$ cat src/rtl/sgmt_pkg.sv
// Shared types and codes for the service group map table.
package sgmt_pkg;

    localparam logic [1:0] ACT_REGISTER   = 2'd0;
    localparam logic [1:0] ACT_LOOKUP     = 2'd1;
    localparam logic [1:0] ACT_UNREGISTER = 2'd2;

    localparam logic [1:0] ST_OK        = 2'd0;
    localparam logic [1:0] ST_FULL      = 2'd1;
    localparam logic [1:0] ST_NOT_FOUND = 2'd2;

    typedef struct packed {
        logic [1:0]  action;
        logic [15:0] service_id;
        logic [31:0] group_value;
    } req_t;

    typedef struct packed {
        logic [1:0]  status;
        logic [31:0] found_group;
        logic [6:0]  entries_in_use;
    } rsp_t;

endpackage

$ cat src/rtl/service_group_map_table.sv
// Service group map table: top level with entry and group memories and scan control.
//
//  channel   | signals                | handshake
//  ----------+------------------------+-------------------------------------------
//  request   | start, busy, request   | taken on an edge with start high, busy low
//  result    | done, result           | done high for one cycle, cannot be stalled
//
// done follows a scan of the entry memory, read one slot per cycle, then its read
// register, a resolve state and, for a lookup that hits, the group memory read.
// After reset busy stays high while the valid marks are cleared.
// busy drops in the cycle that shows done, so the next request can be taken there.
module service_group_map_table #(
    parameter int TABLE_ENTRIES = 64
) (
    input  logic           clk,
    input  logic           rst_n,
    input  logic           start,
    output logic           busy,
    input  sgmt_pkg::req_t request,
    output logic           done,
    output sgmt_pkg::rsp_t result
);
    import sgmt_pkg::*;

    localparam int IDX_W = (TABLE_ENTRIES > 1) ? $clog2(TABLE_ENTRIES) : 1;
    localparam int CNT_W = $clog2(TABLE_ENTRIES + 1);
    localparam logic [IDX_W-1:0] LAST_IDX = IDX_W'(TABLE_ENTRIES - 1);

    localparam logic [2:0] S_CLEAR  = 3'd0;
    localparam logic [2:0] S_IDLE   = 3'd1;
    localparam logic [2:0] S_SCAN   = 3'd2;
    localparam logic [2:0] S_FINISH = 3'd3;
    localparam logic [2:0] S_FETCH  = 3'd4;

    // entry word: valid mark over service number
    logic [16:0] ent_mem [TABLE_ENTRIES];
    logic [31:0] grp_mem [TABLE_ENTRIES];
    logic [16:0] ent_rdata_reg;
    logic [31:0] grp_rdata_reg;

    logic             ent_we;
    logic [IDX_W-1:0] ent_waddr;
    logic [16:0]      ent_wdata;
    logic             grp_we;

    logic [2:0]       state_reg, state_next;
    logic [IDX_W-1:0] scan_idx_reg, scan_idx_next;
    logic             issue_done_reg, issue_done_next;
    logic             rd_pend_reg, rd_pend_next;
    logic [IDX_W-1:0] rd_idx_reg, rd_idx_next;
    req_t             req_reg, req_next;
    logic             hit_reg, hit_next;
    logic [IDX_W-1:0] hit_idx_reg, hit_idx_next;
    logic             free_reg, free_next;
    logic [IDX_W-1:0] free_idx_reg, free_idx_next;
    logic [CNT_W-1:0] cnt_reg, cnt_next;
    logic             done_reg, done_next;
    rsp_t             rsp_reg, rsp_next;
    logic [CNT_W+6:0] cnt_ext;

    assign cnt_ext = {7'd0, cnt_next};

    always_ff @(posedge clk)
    begin
        if (ent_we)
        begin
            ent_mem[ent_waddr] <= ent_wdata;
        end
        ent_rdata_reg <= ent_mem[scan_idx_reg];
    end

    always_ff @(posedge clk)
    begin
        if (grp_we)
        begin
            grp_mem[free_idx_reg] <= req_reg.group_value;
        end
        grp_rdata_reg <= grp_mem[hit_idx_reg];
    end

    always_comb
    begin
        state_next      = state_reg;
        scan_idx_next   = scan_idx_reg;
        issue_done_next = issue_done_reg;
        rd_pend_next    = (state_reg == S_SCAN) && !issue_done_reg;
        rd_idx_next     = scan_idx_reg;
        req_next        = req_reg;
        hit_next        = hit_reg;
        hit_idx_next    = hit_idx_reg;
        free_next       = free_reg;
        free_idx_next   = free_idx_reg;
        cnt_next        = cnt_reg;
        done_next       = 1'b0;
        rsp_next        = rsp_reg;
        ent_we          = 1'b0;
        ent_waddr       = scan_idx_reg;
        ent_wdata       = 17'd0;
        grp_we          = 1'b0;

        case (state_reg)
            S_CLEAR:
            begin
                ent_we        = 1'b1;
                scan_idx_next = scan_idx_reg + IDX_W'(1);
                if (scan_idx_reg == LAST_IDX)
                begin
                    scan_idx_next = '0;
                    state_next    = S_IDLE;
                end
            end
            S_IDLE:
            begin
                if (start)
                begin
                    req_next        = request;
                    scan_idx_next   = '0;
                    issue_done_next = 1'b0;
                    hit_next        = 1'b0;
                    free_next       = 1'b0;
                    state_next      = S_SCAN;
                end
            end
            S_SCAN:
            begin
                if (!issue_done_reg)
                begin
                    scan_idx_next = scan_idx_reg + IDX_W'(1);
                    if (scan_idx_reg == LAST_IDX)
                    begin
                        issue_done_next = 1'b1;
                    end
                end
                if (rd_pend_reg)
                begin
                    if (ent_rdata_reg[16] && (ent_rdata_reg[15:0] == req_reg.service_id)
                        && !hit_reg)
                    begin
                        hit_next     = 1'b1;
                        hit_idx_next = rd_idx_reg;
                    end
                    if (!ent_rdata_reg[16] && !free_reg)
                    begin
                        free_next     = 1'b1;
                        free_idx_next = rd_idx_reg;
                    end
                    if (rd_idx_reg == LAST_IDX)
                    begin
                        state_next = S_FINISH;
                    end
                end
            end
            S_FINISH:
            begin
                rsp_next.status      = ST_OK;
                rsp_next.found_group = 32'd0;
                state_next           = S_IDLE;
                done_next            = 1'b1;
                case (req_reg.action)
                    ACT_REGISTER:
                    begin
                        if (!hit_reg)
                        begin
                            if (free_reg)
                            begin
                                ent_we    = 1'b1;
                                ent_waddr = free_idx_reg;
                                ent_wdata = {1'b1, req_reg.service_id};
                                grp_we    = 1'b1;
                                cnt_next  = cnt_reg + CNT_W'(1);
                            end
                            else
                            begin
                                rsp_next.status = ST_FULL;
                            end
                        end
                    end
                    ACT_LOOKUP:
                    begin
                        if (hit_reg)
                        begin
                            state_next = S_FETCH;
                            done_next  = 1'b0;
                        end
                        else
                        begin
                            rsp_next.status = ST_NOT_FOUND;
                        end
                    end
                    ACT_UNREGISTER:
                    begin
                        if (hit_reg)
                        begin
                            ent_we    = 1'b1;
                            ent_waddr = hit_idx_reg;
                            ent_wdata = {1'b0, req_reg.service_id};
                            cnt_next  = cnt_reg - CNT_W'(1);
                        end
                    end
                    default:
                    begin
                    end
                endcase
                rsp_next.entries_in_use = cnt_ext[6:0];
            end
            S_FETCH:
            begin
                rsp_next.status         = ST_OK;
                rsp_next.found_group    = grp_rdata_reg;
                rsp_next.entries_in_use = cnt_ext[6:0];
                done_next               = 1'b1;
                state_next              = S_IDLE;
            end
            default:
            begin
                state_next = S_IDLE;
            end
        endcase
    end

    always_ff @(posedge clk or negedge rst_n)
    begin
        if (!rst_n)
        begin
            state_reg      <= S_CLEAR;
            scan_idx_reg   <= '0;
            issue_done_reg <= 1'b0;
            rd_pend_reg    <= 1'b0;
            cnt_reg        <= '0;
            done_reg       <= 1'b0;
        end
        else
        begin
            state_reg      <= state_next;
            scan_idx_reg   <= scan_idx_next;
            issue_done_reg <= issue_done_next;
            rd_pend_reg    <= rd_pend_next;
            cnt_reg        <= cnt_next;
            done_reg       <= done_next;
        end
    end

    always_ff @(posedge clk)
    begin
        rd_idx_reg   <= rd_idx_next;
        req_reg      <= req_next;
        hit_reg      <= hit_next;
        hit_idx_reg  <= hit_idx_next;
        free_reg     <= free_next;
        free_idx_reg <= free_idx_next;
        rsp_reg      <= rsp_next;
    end

    assign busy   = (state_reg != S_IDLE);
    assign done   = done_reg;
    assign result = rsp_reg;

endmodule

$ cat config.mk
export PLATFORM = sky130hd
export DESIGN_NAME = service_group_map_table
export DESIGN_NICKNAME = d
export VERILOG_FILES = /design/src/rtl/sgmt_pkg.sv /design/src/rtl/service_group_map_table.sv
export SDC_FILE = /design/constraint.sdc
export NUM_CORES = 2
export LEC_CHECK = 0
export BUFFER_PORTS_ARGS = -buffer_cell sky130_fd_sc_hd__buf_2
export CORE_MARGIN = 4
export CORE_UTILIZATION = 52
export CTS_CLUSTER_DIAMETER = 40
export CTS_CLUSTER_SIZE = 16
export DETAILED_ROUTE_END_ITERATION = 10
export GPL_ROUTABILITY_DRIVEN = 0
export GPL_TIMING_DRIVEN = 0
export PLACE_DENSITY_LB_ADDON = 0.1
export SYNTH_ARGS = -nofsm -noshare
export SYNTH_HDL_FRONTEND = slang
export SYNTH_SLANG_ARGS = --single-unit
export TNS_END_PERCENT = 30
$ cat constraint.sdc
create_clock -name clk -period 5.57 [get_ports clk]
set_clock_uncertainty 0.15 [all_clocks]
set_input_delay 0.2785 -clock clk [delete_from_list [all_inputs] [get_ports clk]]
set_output_delay 0.2785 -clock clk [all_outputs]
set_load 0.05 [all_outputs]
==> metrics.cfg <==
[synthesis]
synth_fp_nets = 5551
synth_area_sq_um = 126000
muxShareOfSynthArea = 0.169
yosysSeqAreaShare = 0.782
syn_avg_cell_area_sq_um = 23.0
synth-xor-area-share = 0.00166
ys_types = 70
synth_compound_area_frac = 0.0161
synthCells = 5495
synth_flop_cell = edfxtp_1
ys_ff_latch = 3315
yosys.area_share.simple = 0.0174
ys_warn_count = 0
synth_fa_ha_area_frac = 0.000297
synth_edf_count = 3241
async_flop_share = 0.00573
synth_top_family_by_area = multiplexers

[floorplanning]
floorplan.initialDensity = 0.524
dieWidth_microns = 501
die_area_sq_um = 251000
rows = 180
core_sq_um = 241000
die_y_microns = 501
io_pins = 96

[worst_setup_path]
path_max_fanout = 11
critical_path_class = reg2reg
cp-end-kind = register
crit_required_ns = 6.09
worstReg2RegStart = rd_idx_next[1]
arrival_ns = 6.01
crit_path_start = rd_idx_next[1]
start_kind = register

[placed_design]
place_hpwl_mm = 239
io_buffers = 95
pre_cts_ws_ns = 0.190

[layout]
final_nets = 6444
layout_commonest_cell = edfxtp_1
largest_reg_flops = 2048
drive_gt1_frac = 0.338
areaGrowthSynthToFinish_pct = 21.3
mostFrequentLayoutCells = edfxtp_1 (3241), mux4_2 (818), clkbuf_16 (464)

[clocking]
clock-root-buffer = clkbuf_16
clock-sinks = 3315
clk_latency_ns = 1.01
htreeDepth = 5
cts_tree = done
cts_made_buffers = 460
clockBufferDepth = 4
clkTransAtPathRegs_ns = 0.06

[sta]
setup_slack_ns = 0.0781
whs_ns = 0.173
finalSetupViolCount = 0
period_minus_slack_ns = 5.49
max_freq_ghz = 0.182
max-slew-margin-rel = -0.0422
fin_crit_sh = 0.986
rsz0062_at_grt = no
tightestPinTransition_ns = 1.56
drv_slew = 11
report.final.hold_viol_count = 0

[power_and_ir_drop]
ir_drop_mv = 0.521
cellLeakagePower_nw = 49.5
p_sw_mw = 17.0
p_total_mw = 66.4
power.density_nw_per_um2 = 433
combPwrFrac = 0.125
pwr-share-seq = 0.432
p_clk_frac = 0.444
p_sw_frac = 0.256
p_int_mw = 49.4

[detailed_routing]
first_iter_violations = 8641
routed_wl_mm = 361
wl_per_cell_microns = 36.3
via_per_inst = 6.41
drc_errors = 0
vias = 63800
ant_nets = 0
first_pass_iters = 5

[grt]
grtUsageTotal = 0.290
overflow = 0
antenna_found_initial = 11
grt_pass1_wl_mm = 504
grt_pass1_vias = 64400
grt_start_max_net_pins = 53

[min_path]
hp-class = in2async

[run_status]
violations = capacitance limit, slew limit
status = finished with violations

[run]
maxCapViolations = 2

## per-stage QoR
stage | instances | cell area (sq um) | utilization | setup TNS [ns]
6_report | 9952 | 153000 | 0.636 | 0
5_1_grt | 9950 | 153000 | 0.636 | 0
4_1_cts | 9948 | 153000 | 0.636 | 0
3_5_place_dp | 9006 | 137000 | 0.566 | 0
3_3_place_gp | 8775 | 131000 | 0.543 | -1916.92
2_1_floorplan | 5495 | 126000 | - | 0
## Yosys cell counts (13+ instances only)
| master | count | share of area |
|---|---|---|
| o211ai_1 | 26 | 0.0015 |
| mux2i_1 | 243 | 0.019 |
| buf_2 | 102 | 0.0040 |
| a22oi_1 | 26 | 0.0015 |
| dfxtp_1 | 55 | 0.0087 |
| nand2_1 | 104 | 0.0031 |
| and2_1 | 23 | 0.0011 |
| nand3_1 | 27 | 0.0011 |
| nor2b_1 | 14 | 0.00069 |
| buf_1 | 21 | 0.00062 |
| o21ai_0 | 27 | 0.0011 |
| a221oi_1 | 31 | 0.0021 |
| edfxtp_1 | 3241 | 0.77 |
| clkbuf_1 | 113 | 0.0034 |
| buf_4 | 28 | 0.0017 |
| mux2_2 | 25 | 0.0022 |
| o22ai_1 | 54 | 0.0027 |
| dfrtp_1 | 19 | 0.0038 |
| mux4_2 | 818 | 0.15 |
| a211oi_1 | 13 | 0.00077 |
| buf_6 | 17 | 0.0015 |
| nor3_1 | 21 | 0.00083 |
| and3_1 | 36 | 0.0018 |
| a21oi_1 | 44 | 0.0017 |
| nor2_1 | 181 | 0.0054 |
## layout make-up
cell class / count / area, sq um
Antenna cell: 3 / 7.51
Buffer: 291 / 1560
Clock buffer: 487 / 11800
Clock inverter: 351 / 3960
Fill cell: 15900 / 87900
Inverter: 10 / 37.5
Multi-Input combinational cell: 1879 / 26600
Sequential cell: 3315 / 98900
Tap cell: 3185 / 3990
Timing Repair Buffer: 431 / 6530
## layer usage
| metal | GRT usage | part of all wire |
|---|---|---|
| met5 | 0 | 0.000022 |
| met4 | 0.129 | 0.050 |
| met3 | 0.0612 | 0.088 |
| met2 | 0.467 | 0.49 |
| met1 | 0.387 | 0.37 |
## worst paths after layout
kind,cells after the start,end,slack (ns)
setup / recovery,9,ent_mem[34][8],0.08
hold / removal,4,done,0.17
setup reg to reg,9,ent_mem[34][8],0.08
hold reg to reg,0,rd_idx_reg[2],0.25
max in group asynchronous,4,cnt_reg[5],4.92
min in group clk,0,rd_idx_reg[2],0.25
## worst max-delay path: stages (launching register included)
cell      delay, ns
dfrtp_1        0.38
buf_2          0.39
buf_4          0.29
buf_2          0.45
clkbuf_1       0.91
nor2_1         0.17
a31oi_1        0.39
nand3_1        0.83
nor2_2         0.92
buf_8          0.23
## power groups by stage
stage,logic (mW),clock network [mW],registers [mW]
2_1_floorplan,4.30,0,29.4
3_3_place_gp,7.07,0,29.7
3_5_place_dp,8.21,0,29.2
4_1_cts,8.30,29.7,28.6
5_1_grt,8.60,30.9,28.7
6_report,8.28,29.5,28.6
## kinds of logic after synthesis
| kind of cell | after synthesis |
|---|---|
| DFF | 3315 |
| muxes | 1097 |
| and+or+nand+nor | 467 |
| buffers and inverters | 301 |
| AOI/OAI and AO/OA | 288 |
| xor gates and xnor gates | 24 |
| adders and majority gates | 3 |
## repair_timing
item / 4_1_cts / 5_1_grt
hold buffers: 104 / 0
endpoints found under the hold margin: 109 / 0
resized for setup: 0 / 0
buffers inserted: 0 / 0
Note: power is estimated with default switching activity, not from simulation.
